`src/rtl/mecanum_wheel_speed_ramp_assert.svh`:
```
// ----------------------------------------------------------------------------
// Assertion macros for the mecanum wheel speed ramp
// Concurrent checks on i_clk, disabled while i_rst_n is low; empty in synthesis.
// ----------------------------------------------------------------------------
`ifndef MECANUM_WHEEL_SPEED_RAMP_ASSERT_SVH
`define MECANUM_WHEEL_SPEED_RAMP_ASSERT_SVH
`ifndef SYNTHESIS
// antecedent implies consequent in the same cycle
`define MWSR_ASSERT_NOW(lbl, ante, cons, msg) \
    lbl: assert property (@(posedge i_clk) disable iff (!i_rst_n) (ante) |-> (cons)) \
        else $error(msg);
// antecedent implies consequent in the next cycle
`define MWSR_ASSERT_NEXT(lbl, ante, cons, msg) \
    lbl: assert property (@(posedge i_clk) disable iff (!i_rst_n) (ante) |=> (cons)) \
        else $error(msg);
`else
`define MWSR_ASSERT_NOW(lbl, ante, cons, msg)
`define MWSR_ASSERT_NEXT(lbl, ante, cons, msg)
`endif
`endif

```
`src/rtl/mwsr_pkg.sv`:
```
// ----------------------------------------------------------------------------
// mwsr_pkg
// Shared types, micro-op codes and helpers for the mecanum wheel speed ramp.
// ----------------------------------------------------------------------------
package mwsr_pkg;

    localparam int NUM_WHEELS = 4;
    localparam int WHEEL_W    = 2;
    localparam int SPEED_W    = 32;
    localparam int TIME_W     = 48;
    localparam int PC_W       = 4;

    // 0.01 in Q16.16, rounded up
    localparam logic signed [32:0] SMALL_ERR = 33'sd656;
    // ramp step never needs to exceed 2^33
    localparam logic [33:0]        STEP_CAP  = 34'h2_0000_0000;

    localparam logic [31:0] GAIN_RESET   = 32'd218453;
    localparam logic [31:0] PERIOD_RESET = 32'd655;

    // register map, word index
    typedef enum logic [2:0] {
        REG_GAIN_0   = 3'd0,
        REG_GAIN_1   = 3'd1,
        REG_GAIN_2   = 3'd2,
        REG_GAIN_3   = 3'd3,
        REG_GEOM_0   = 3'd4,
        REG_GEOM_1   = 3'd5,
        REG_ACCEL    = 3'd6,
        REG_PERIOD   = 3'd7
    } t_reg;

    // datapath operation of one microcode step
    typedef enum logic [3:0] {
        OP_NOP     = 4'd0,
        OP_CHECK   = 4'd1,
        OP_SAVE_P1 = 4'd2,
        OP_STEP    = 4'd3,
        OP_SAVE_T0 = 4'd4,
        OP_SAVE_T1 = 4'd5,
        OP_SUM     = 4'd6,
        OP_DESIRED = 4'd7,
        OP_ERR     = 4'd8,
        OP_CLAMP   = 4'd9,
        OP_RAMP    = 4'd10,
        OP_FINISH  = 4'd11
    } t_op;

    // multiplier operand pair
    typedef enum logic [2:0] {
        MS_NONE     = 3'd0,
        MS_ACC_DTHI = 3'd1,
        MS_ACC_DTLO = 3'd2,
        MS_WZ_G0    = 3'd3,
        MS_WZ_G1    = 3'd4,
        MS_GAIN     = 3'd5
    } t_msel;

    // sequencing of the step counter
    typedef enum logic [1:0] {
        J_NEXT = 2'd0,
        J_FAIL = 2'd1,
        J_LOOP = 2'd2,
        J_END  = 2'd3
    } t_jmp;

    typedef struct packed {
        t_op              op;
        t_msel            msel;
        t_jmp             jmp;
        logic [PC_W-1:0]  target;
    } t_uword;

    typedef struct packed {
        logic fail;
        logic last_wheel;
    } t_dp_status;

    typedef struct packed {
        logic [NUM_WHEELS-1:0][31:0] gain;
        logic signed [31:0]          geom_0;
        logic signed [31:0]          geom_1;
        logic [30:0]                 accel;
        logic [31:0]                 period;
    } t_cfg;

    // saturate a wide signed value to 32 bits
    function automatic logic signed [31:0] sat32(input logic signed [49:0] x);
        if (x > 50'sd2147483647) begin
            return 32'sh7fff_ffff;
        end else if (x < -50'sd2147483648) begin
            return 32'sh8000_0000;
        end else begin
            return x[31:0];
        end
    endfunction

    // wheels 1 and 2 subtract vy
    function automatic logic vy_neg(input logic [WHEEL_W-1:0] w);
        return (w == WHEEL_W'(1)) || (w == WHEEL_W'(2));
    endfunction

    // wheels 1 and 3 subtract the yaw term
    function automatic logic wz_neg(input logic [WHEEL_W-1:0] w);
        return w[0];
    endfunction

endpackage

```
`src/rtl/mwsr_seq.sv`:
```
// ----------------------------------------------------------------------------
// mwsr_seq
// Microcode sequencer: control ROM, step counter and conditional jumps.
// ----------------------------------------------------------------------------
module mwsr_seq (
    input  logic                i_clk,
    input  logic                i_rst_n,
    input  logic                i_start,
    input  mwsr_pkg::t_dp_status i_status,
    input  logic                i_out_busy,
    output mwsr_pkg::t_uword    o_ctrl,
    output logic                o_busy
);
    import mwsr_pkg::*;

    logic            r_run;
    logic [PC_W-1:0] r_pc;
    t_uword          w_word;

    // control program for one tick
    function automatic t_uword rom(input logic [PC_W-1:0] pc);
        t_uword u;
        u = '{op: OP_NOP, msel: MS_NONE, jmp: J_END, target: '0};
        case (pc)
            4'd0:  u = '{op: OP_CHECK,   msel: MS_ACC_DTHI, jmp: J_FAIL, target: '0};
            4'd1:  u = '{op: OP_SAVE_P1, msel: MS_ACC_DTLO, jmp: J_NEXT, target: '0};
            4'd2:  u = '{op: OP_STEP,    msel: MS_WZ_G0,    jmp: J_NEXT, target: '0};
            4'd3:  u = '{op: OP_SAVE_T0, msel: MS_WZ_G1,    jmp: J_NEXT, target: '0};
            4'd4:  u = '{op: OP_SAVE_T1, msel: MS_NONE,     jmp: J_NEXT, target: '0};
            // per-wheel loop body
            4'd5:  u = '{op: OP_SUM,     msel: MS_NONE,     jmp: J_NEXT, target: '0};
            4'd6:  u = '{op: OP_NOP,     msel: MS_GAIN,     jmp: J_NEXT, target: '0};
            4'd7:  u = '{op: OP_DESIRED, msel: MS_NONE,     jmp: J_NEXT, target: '0};
            4'd8:  u = '{op: OP_ERR,     msel: MS_NONE,     jmp: J_NEXT, target: '0};
            4'd9:  u = '{op: OP_CLAMP,   msel: MS_NONE,     jmp: J_NEXT, target: '0};
            4'd10: u = '{op: OP_RAMP,    msel: MS_NONE,     jmp: J_LOOP, target: 4'd5};
            4'd11: u = '{op: OP_FINISH,  msel: MS_NONE,     jmp: J_END,  target: '0};
            default: u = '{op: OP_NOP,   msel: MS_NONE,     jmp: J_END,  target: '0};
        endcase
        return u;
    endfunction

    assign w_word = rom(r_pc);

    // step counter
    always_ff @(posedge i_clk) begin
        if (!i_rst_n) begin
            r_run <= 1'b0;
            r_pc  <= '0;
        end else if (i_start) begin
            r_run <= 1'b1;
            r_pc  <= '0;
        end else if (r_run) begin
            case (w_word.jmp)
                J_NEXT: r_pc <= r_pc + 1'b1;
                J_FAIL: begin
                    if (i_status.fail) begin
                        r_run <= 1'b0;
                    end else begin
                        r_pc <= r_pc + 1'b1;
                    end
                end
                J_LOOP: begin
                    if (i_status.last_wheel) begin
                        r_pc <= r_pc + 1'b1;
                    end else begin
                        r_pc <= w_word.target;
                    end
                end
                J_END: begin
                    if (!i_out_busy) begin
                        r_run <= 1'b0;
                    end
                end
                default: r_run <= 1'b0;
            endcase
        end
    end

    // control word; the last step waits while the output is still held
    always_comb begin
        o_ctrl = w_word;
        if (!r_run) begin
            o_ctrl = '{op: OP_NOP, msel: MS_NONE, jmp: J_NEXT, target: '0};
        end else if (w_word.jmp == J_END && i_out_busy) begin
            o_ctrl.op = OP_NOP;
        end
    end

    assign o_busy = r_run;

endmodule

```
`config.mk`:
```
export PLATFORM = sky130hd
export DESIGN_NAME = mwsr_seq
export DESIGN_NICKNAME = d
export VERILOG_FILES = /design/src/rtl/mecanum_wheel_speed_ramp_assert.svh /design/src/rtl/mwsr_pkg.sv /design/src/rtl/mwsr_seq.sv
export SDC_FILE = /design/constraint.sdc
export NUM_CORES = 1
export LEC_CHECK = 0
export BUFFER_PORTS_ARGS = -buffer_cell sky130_fd_sc_hd__buf_2
export CAP_MARGIN = 40
export CORE_ASPECT_RATIO = 1.1
export CORE_MARGIN = 2
export CORE_UTILIZATION = 51
export DETAILED_ROUTE_END_ITERATION = 6
export GPL_ROUTABILITY_DRIVEN = 1
export PLACE_DENSITY = 0.76
export SYNTH_ARGS = -nofsm -noshare
export SYNTH_HDL_FRONTEND = slang
export SYNTH_SLANG_ARGS = --single-unit
```
`constraint.sdc`:
```
create_clock -name i_clk -period 2.3 [get_ports i_clk]
set_input_delay 0 -clock i_clk [delete_from_list [all_inputs] [get_ports i_clk]]
set_output_delay 0 -clock i_clk [all_outputs]
set_load 0.02 [all_outputs]
```
======== Word-level counts from Yosys, hierarchy flattened ========
Memories as Yosys holds them, arrays and structs flattened. A register that Yosys moved wholly into a read port is not among the register bits.
Index checks and enable logic that the tools add are counted.
word-level totals
  bits in registers ....................... 5
  memory bits (read-only) ................. 176
  input bits .............................. 6
  output and inout port bits .............. 14
  word-level logic and storage cells ...... 27
  memories kept ........................... 1
memory list
  memory            depth  bits a word  read ports  clocked after memory_dff  wr ports  RTL line        RTL
  (name not given)  16     11           1           1                         0         mwsr_seq.sv:24  case (pc)
operators by class
  $add $sub $neg .......................... 1
  eq/ne operators ......................... 4
  multiplexer cells ....................... 13
  bitwise logic cells ..................... 1
  reduce and logical (&&, ||, !) cells .... 5
operators with widths
  operator                                       count
  two-way mux 4 bit                              6
  one-hot mux 4 bit (3 select lines)             1
  two-way mux 9 bit                              1
  adder 4 x 1 -> 4 bit, second input constant    1
  == test 2 bit, second input constant           2
  two-way mux 1 bit                              4
  AND reduction 3 bit                            1
  nonzero test 3 bit                             1
  == test 2 x 1 -> 1 bit, second input constant  1
  zero test 2 bit                                1
  != test 2 bit, second input constant           1
  one-hot mux 1 bit (2 select lines)             1
  OR reduction 2 bit                             1
  logical AND 1 bit                              1
  NOT 1 bit                                      1

======== Longest topological paths before layout ========
Gate-level depths: netlist (run 1).
  depth after elaboration ................. 5
  depth in mapped cells ................... 10
  depth with buffers taken out ............ 9

======== Worst setup path after synthesis (run 1) ========
No wires, ideal clock.
  kind .................................... register -> register
  from .................................... register, netlist name w_word[5]
  to ...................................... register, netlist name w_word[10]
  arrival ................................. 1.928 ns
  setup slack ............................. 0.242 ns
  stages on the path, launching flop included .. 11
  period minus slack after synthesis ...... 2.058 ns
  cell sequence ........................... dfxtp_1 or3b_1 buf_6 nand4_1 a21bo_2 and2_0 clkbuf_1 inv_1 ha_1 mux2i_1 o21ai_0
between the ends
  longest elaborated chain between the ends .. 5
  elaborated cells between the ends (all ways) .. 9
  classes of those cells .................. 3 x eq/ne; 3 x mux; 3 x reduce/logical
RTL lines
  item                                                           RTL line        RTL
  == test 2 x 1 -> 1 bit (tied with other cells)                 mwsr_seq.sv:54  case (w_word.jmp)
  != test 2 bit (no line) or nonzero test 3 bit (tied branches)  n/a
  AND reduction 3 bit (no line)                                  n/a
  two-way mux 4 bit (no line) * (2 in series)                    n/a
Every way passes the cells marked *; elsewhere a longest branch is shown, timed or not.
A chain may end at the register's enable or synchronous reset.

======== Worst setup path after layout (run 1) ========
  from .................................... register, netlist name w_word[4]
  to ...................................... register, netlist name w_word[10]
between the ends
  longest elaborated chain between the ends .. 5
  elaborated cells between the ends (all ways) .. 9
  classes of those cells .................. 3 x eq/ne; 3 x mux; 3 x reduce/logical
RTL lines
  item                                                           RTL line
  == test 2 x 1 -> 1 bit (tied with other cells)                 mwsr_seq.sv:54
  != test 2 bit (no line) or nonzero test 3 bit (tied branches)  n/a
  AND reduction 3 bit (no line)                                  n/a
  two-way mux 4 bit (no line) * (2 in series)                    n/a
Marks and branches as above.

==> results of run 1 <==
per-stage QoR:
step                      utilization, %  area [um2]  hold slack (ps)  total power [mW]
after floorplan                        -         886              103             0.312
after global placement              60.5         966              236             0.329
after detailed placement            60.5         966              265             0.330
after CTS                           63.5        1010              171             0.480
after global routing                64.7        1030              217             0.501
final                               64.7        1030              168             0.482
worst min path at each step:
| stage | startpoint | end | slack (ps) | cells after the start |
|---|---|---|---|---|
| floorplan | i_start | r_pc[2] | 100 | 1 |
| global placement | i_rst_n | o_busy | 240 | 2 |
| global route | i_out_busy | o_busy | 220 | 5 |
| finish | i_out_busy | o_busy | 170 | 5 |
| CTS | i_out_busy | o_busy | 170 | 5 |
| detailed placement | i_rst_n | o_busy | 260 | 2 |
cells in the mapped netlist, drive strengths merged (2+ instances only):
library cell,n
nand2,3
ha,4
o211ai,2
dfxtp,15
and2,13
and3,6
nand3,4
nor2,3
o21ai,4
buf,4
nor3b,3
mux2i,6
inv,4
a21oi,2
clkbuf,4
nor2b,3
nand4,3
cell type report:
cell class / count / area, um2 / share of cell area [%]
Timing Repair Buffer: 22 / 128 / 12.4
Clock inverter: 1 / 5.00 / 0.485
Sequential cell: 15 / 300 / 29.1
Inverter: 4 / 15.0 / 1.45
Clock buffer: 3 / 22.5 / 2.18
Tap cell: 17 / 21.3 / 2.06
Multi-Input combinational cell: 71 / 541 / 52.4
flip-flops by register name, indices dropped and copies added, names as in the netlist:
name and count:
o_busy 1, r_pc 4, w_word 10
tightest hold or removal path, stage by stage:
cell and delay [ps]:
buf_2 90, mux2i_1 60, nand2_1 100, a21oi_1 80, nor2b_1 110
report_power, final:
part | total, mW | switching [mW] | internal [mW]
registers | 0.270 | 0.00553 | 0.264
clock network | 0.153 | 0.0877 | 0.0649
logic | 0.0603 | 0.0348 | 0.0255
total | 0.482 | 0.128 | 0.354
kinds of logic after synthesis:
| kind of cell | count (synthesis) | synth area share [%] |
|---|---|---|
| AO/OA/AOI/OAI | 14 | 12.6 |
| XOR/XNOR | 1 | 0.993 |
| adder cells (fa/ha/maj) | 4 | 5.67 |
| buffers and inverters | 12 | 7.23 |
| flip-flops | 15 | 34.0 |
| multiplexers | 6 | 6.81 |
| other | 1 | 0.425 |
| AND/OR/NAND/NOR | 44 | 32.2 |
layout by cell type (no fill, tap or decap), types with 3 or more instances in the layout:
master,netlist,final
buf_2,0,17
dfxtp_1,15,15
and2_1,11,11
and3_1,5,5
mux2i_1,6,5
nand3_1,4,4
inv_1,4,4
ha_1,4,4
nand2_1,3,3
nor2b_1,3,3
nand4_1,3,3
nor2_1,3,3
clkbuf_4,0,3
buf_4,3,3
timing repair:
item                                    CTS  global route
gates resized for setup                   0             4
hold buffers                              2             0
hold endpoints to repair                  2             0
endpoints found under the setup margin    0             1
metal layers:
layer,vias up,part of all wire [%]
li1,370,-
met1,327,42
met2,19,49
met3,7,5.5
met4,0,3.5
met5,-,0
==> Flow_metrics.wiki, run 1 <==
{| class="wikitable"
! Metric !! Value
|-
| Total core area || between 1500 and 2000 um2
|-
| Level count of the clock H-tree || 1
|-
| Final Routed Wirelength || 1.83 mm
|-
| Dominant cell type by area after synthesis || dfxtp_1
|-
| Count of vias placed by the detailed router || 723
|-
| Last element of the critical path || w_word[10]
|-
| Post-detailed-placement half-perimeter wirelength || about 1.4 mm
|-
| Die extent in y || 47.6 um
|-
| Layout Area Growth over Synthesis || 17.0%
|-
| Post-CTS repair timing setup buffer count || 0
|-
| Global routing usage summed across all routing layers || 19.2%
|-
| Class of the worst hold path || input port to flop
|-
| Top-Level Pins || 20
|-
| Max-slew violations || 0
|-
| Post-synth cell types || 38
|-
| Max-Cap Viols || 0
|-
| Met3 Use GR || 4.15%
|-
| Antenna-violating nets left || 0
|-
| CP max-delay cell || or3b_4
|-
| Initial antenna violation count || 0
|-
| Cell Pwr Density || 467 nW/um2
|-
| Detailed-route vias per instance || 5.44
|-
| Ratio of cells with drive above 1 in the final layout || 30.2%
|-
| Hold violation total from the final report || 0
|-
| Startpoint of the worst register-to-register path || w_word[4]
|-
| Setup slack of the most critical reg-to-reg path || approximately 190 ps
|-
| Worst reg2reg endpoint || w_word[10]
|-
| Clock root buffer || clkbuf_4
|-
| Top fanout value on the critical path || 7
|-
| DP Worst Slack || 159 ps
|-
| Global Route met1 Usage || 23.2%
|-
| Flip-flop and latch count after synthesis || 15
|-
| Achievable frequency || around 470 MHz
|-
| CTS buffer count || 3
|-
| Clock transition at the registers of the reported paths || 90 ps
|-
| Buffering stage count on the worst path with inverters included || 1
|-
| Maximum count of clock buffers along a single path || 2
|-
| Mean instance size in the synthesized netlist || 9.09 um2
|-
| Drt first pass iters || 4
|-
| Final setup margin || 191 ps
|-
| Busiest layer in global routing || met2
|-
| Capturing element type of the critical path || flop
|-
| Number of flops mapped to enable cells by yosys || 0
|-
| Min Tclk post-route || 2110 ps
|-
| Via count of the first global-routing pass || between 600 and 700
|-
| Die Width || 43.7 um
|-
| Outcome || completed
|-
| Final worst clock skew || 2.89 ps
|-
| Clock tree sinks || 15
|-
| Delay-heaviest family, CP || simple AND/OR/NAND/NOR gates
|-
| First-pass GRT wire length || around 2.8 mm
|-
| Type of the worst setup path || flop to flop
|-
| Leading post-synthesis cells by cell area || dfxtp_1 (34%), and2_1 (7.8%), mux2i_1 (6.8%)
|-
| Highest ir drop seen on vdd || ~0.37 mV
|-
| Aggregate negative setup slack || 0 ps
|-
| Post-layout instance count excluding filler cells || 133
|-
| Met2 demand-to-capacity share in global routing || 30.3%
|-
| R2R depth || 8
|-
| Routability congestion estimate from global placement || 0.829
|-
| Area share of the leading cell type in the synthesized netlist || roughly a third
|-
| Cell area after technology mapping || 882 um2
|-
| Per-cell routed wire length || 13.7 um
|-
| Delay of the slowest cell on the worst path || 470 ps
|-
| Remaining design rule violation count || 0
|-
| Final worst-path cycle share || 91.7%
|-
| Critical Path Stages || 8
|-
| Cells after DPL || 127
|-
| Launch point of the critical path || w_word[4]
|-
| Yosys warning total || 0
|-
| Worst path required time || 2470 ps
|-
| Number of inserted filler cells in the final layout || ~150
|-
| Diode insertion count for antenna repair || 0
|-
| Final-stage net count || roughly 130
|-
| Maximum number of pins on one net before global-route repair || 11
|-
| Number of setup violations in the final report || 0
|-
| Arrival time at the worst endpoint || 2280 ps
|-
| Mapped Cells || 97
|-
| Clock tree from TritonCTS || done
|-
| IO Port Bufs || 17
|-
| Async set-reset flop share out of synthesis || 0%
|-
| Total Die Area || 2080 um2
|-
| Worst-Skew Late Latency || a little under 300 ps
|-
| Initial cell density of the core || approximately 55%
|-
| Placement row count || 15
|-
| Leakage power || 0.491 nW
|-
| Sequential cell area fraction in the yosys report || 34.0%
|-
| Global route overflow || 0
|-
| Startpoint types || flop
|-
| Series of cell instances along the critical path || or3b_4, nand4_1, a21bo_2, and2_0, inv_1, ha_1, mux2i_1, o21ai_0
|-
| Count of routing violations after the opening detailed-route iteration || 14
|-
| Synth Flop Type || dfxtp_1
|}
No activity file was read; power rests on OpenSTA's default activity.
==> run 2: changes to the inputs <==
- CORE_ASPECT_RATIO: 1.1 -> 0.75
==> run 2 against run 1 <==
Power down 0.48%. Clock power about the same. First-iteration DRC count up 7.1%. Critical path type unchanged. Largest cell class unchanged.
==> Flow_metrics.wiki, run 2 (synthesis gave the netlist of run 1 again) <==
{| class="wikitable"
! Metric !! Value
|-
| Ratio of cells with drive above 1 in the final layout || 27.6%
|-
| Final core utilization || 66.2%
|-
| Global routing usage summed across all routing layers || 20.2%
|-
| Capturing element type of the critical path || flop
|-
| Routability congestion estimate from global placement || 0.828
|-
| Final worst-path cycle share || ~94%
|-
| Series of cell instances along the critical path || or3b_4, nand4_1, a21bo_2, and2_0, inv_1, ha_1, mux2i_1, o21ai_0
|-
| Post-detailed-placement cell area || 963 um2
|-
| Worst hold path startpoint || i_status[0]
|-
| Worst hold endpoint || w_word[6]
|-
| Aggregate negative setup slack || 0 ps
|-
| Achievable frequency || 465 MHz
|-
| Max-Cap Viols || 0
|-
| Setup slack of the most critical reg-to-reg path || 150 ps
|-
| Final setup margin || 149 ps
|-
| Leakage power || 0.483 nW
|-
| Delay-heaviest family, CP || simple AND/OR/NAND/NOR gates
|-
| Post-detailed-placement half-perimeter wirelength || 1.33 mm
|-
| Delay of the slowest cell on the worst path || 460 ps
|-
| Outcome || completed
|-
| Final Cell Area || 1020 um2
|-
| Placement row count || 12
|-
| Clock tree from TritonCTS || done
|-
| IO Port Bufs || 17
|-
| Worst-Skew Late Latency || 290 ps
|-
| Antenna-violating nets left || 0
|-
| Remaining design rule violation count || 0
|-
| Hold violation total from the final report || 0
|-
| Buffering stage count on the worst path with inverters included || 1
|-
| Cells after DPL || 130
|-
| Worst reg2reg endpoint || w_word[10]
|-
| Commonest cells after routing, fill and taps aside || buf_2 (17), dfxtp_1 (14), and2_1 (11), mux2i_1 (6), and3_1 (5)
|-
| Count of routing violations after the opening detailed-route iteration || 15
|-
| Die extent in y || 40.0 um
|-
| CP max-delay cell || or3b_4
|-
| First-pass GRT wire length || about 2.8 mm
|-
| Most common cell after layout, fill and taps aside || buf_2
|-
| Layout Area Growth over Synthesis || 16.0%
|-
| Max-slew violations || 0
|-
| CTS buffer count || 3
|-
| Type of the worst setup path || flop to flop
|-
| Die Width || 52.0 um
|-
| Count of vias placed by the detailed router || 723
|-
| Final worst clock skew || 2.00 ps
|-
| Via count of the first global-routing pass || 619
|-
| Final-stage net count || 127
|-
| Startpoint of the worst register-to-register path || w_word[4]
|-
| Diode insertion count for antenna repair || 0
|-
| Post-layout instance count excluding filler cells || 137
|-
| Initial cell density of the core || a little under three fifths
|-
| Maximum number of pins on one net before global-route repair || 11
|-
| Level count of the clock H-tree || 1
|-
| Final Routed Wirelength || 1.81 mm
|-
| Initial antenna violation count || 0
|-
| Maximum count of clock buffers along a single path || 2
|-
| DP Worst Slack || 70.0 ps
|-
| Worst path required time || 2470 ps
|-
| Total Die Area || 2080 um2
|-
| Post-CTS repair timing setup buffer count || 0
|-
| Setup repair after global routing missed its margin || false
|-
| Global route overflow || 0
|-
| Arrival time at the worst endpoint || approximately 2300 ps
|-
| Hold_ws || 301 ps
|-
| Highest ir drop seen on vdd || around 0.4 mV
|-
| Clock root buffer || clkbuf_4
|-
| Min Tclk post-route || roughly 2200 ps
|-
| Detailed-route vias per instance || 5.28
|-
| Number of setup violations in the final report || 0
|-
| Clock tree sinks || 15
|-
| Per-cell routed wire length || roughly 13 um
|-
| Top fanout value on the critical path || 7
|-
| Largest register FFs || 10
|-
| PnR Total Power || 480 uW
|-
| Startpoint types || flop
|-
| Class of the worst hold path || input port to flop
|-
| Drt first pass iters || 4
|-
| Total core area || roughly 1500 um2
|-
| Hold Path Depth || 5
|-
| Cell Pwr Density || 469 nW/um2
|-
| Clock transition at the registers of the reported paths || 80 ps
|-
| Top-Level Pins || 20
|-
| R2R depth || 8
|}
==> run 2: cell count changes in the layout (fill, tap and decap cells not counted), sizes merged <==
cell,change
clkbuf,+1
dlygate4sd3,+1
clkinv,-1
buf,-1
==> run 2: cell type report <==
| type | count | area, um2 |
|---|---|---|
| Clock buffer | 4 | 26.3 |
| Fill cell | 125 | 523 |
| Inverter | 4 | 15.0 |
| Multi-Input combinational cell | 71 | 524 |
| Sequential cell | 15 | 302 |
| Tap cell | 21 | 26.3 |
| Timing Repair Buffer | 22 | 130 |
==> run 2: worst register-to-register path: stages (launching register included) <==
cell and delay (ps):
dfxtp_1 370, or3b_4 460, nand4_1 110, a21bo_2 240, and2_0 250, inv_1 110
ha_1 260, mux2i_1 140, o21ai_0 90
==> run 2: timing repair <==
item / CTS / global route
endpoints found under the setup margin: 0 / 4
gates resized for setup: 0 / 2
hold buffers: 3 / 0
hold endpoints to repair: 2 / 0
==> run 2: how the worst max path moves through the flow <==
| stage | from | end | slack [ps] | cells after the start |
|---|---|---|---|---|
| 6_report | w_word[4] | w_word[10] | 150 | 8 |
| 5_1_grt | w_word[4] | w_word[10] | 20 | 8 |
| 4_1_cts | w_word[5] | w_word[10] | 10 | 8 |
| 3_5_place_dp | w_word[5] | w_word[10] | 70 | 8 |
| 3_3_place_gp | w_word[5] | w_word[4] | 180 | 7 |
| 2_1_floorplan | w_word[5] | w_word[10] | 240 | 10 |
==> run 2: power by group <==
group          switching (mW)  internal, mW
sequential            0.00581         0.264
clock                  0.0838        0.0676
combinational          0.0331        0.0259
total                   0.123         0.357
==> run 2: metal layers <==
layer  routed length (um)  track usage (%)  up-vias
met3                  137             8.58        4
met4                   24             11.8        0
met5                    0                0        -
met2                  824             32.6       23
met1                  822             22.9      327
li1                     -                -      369
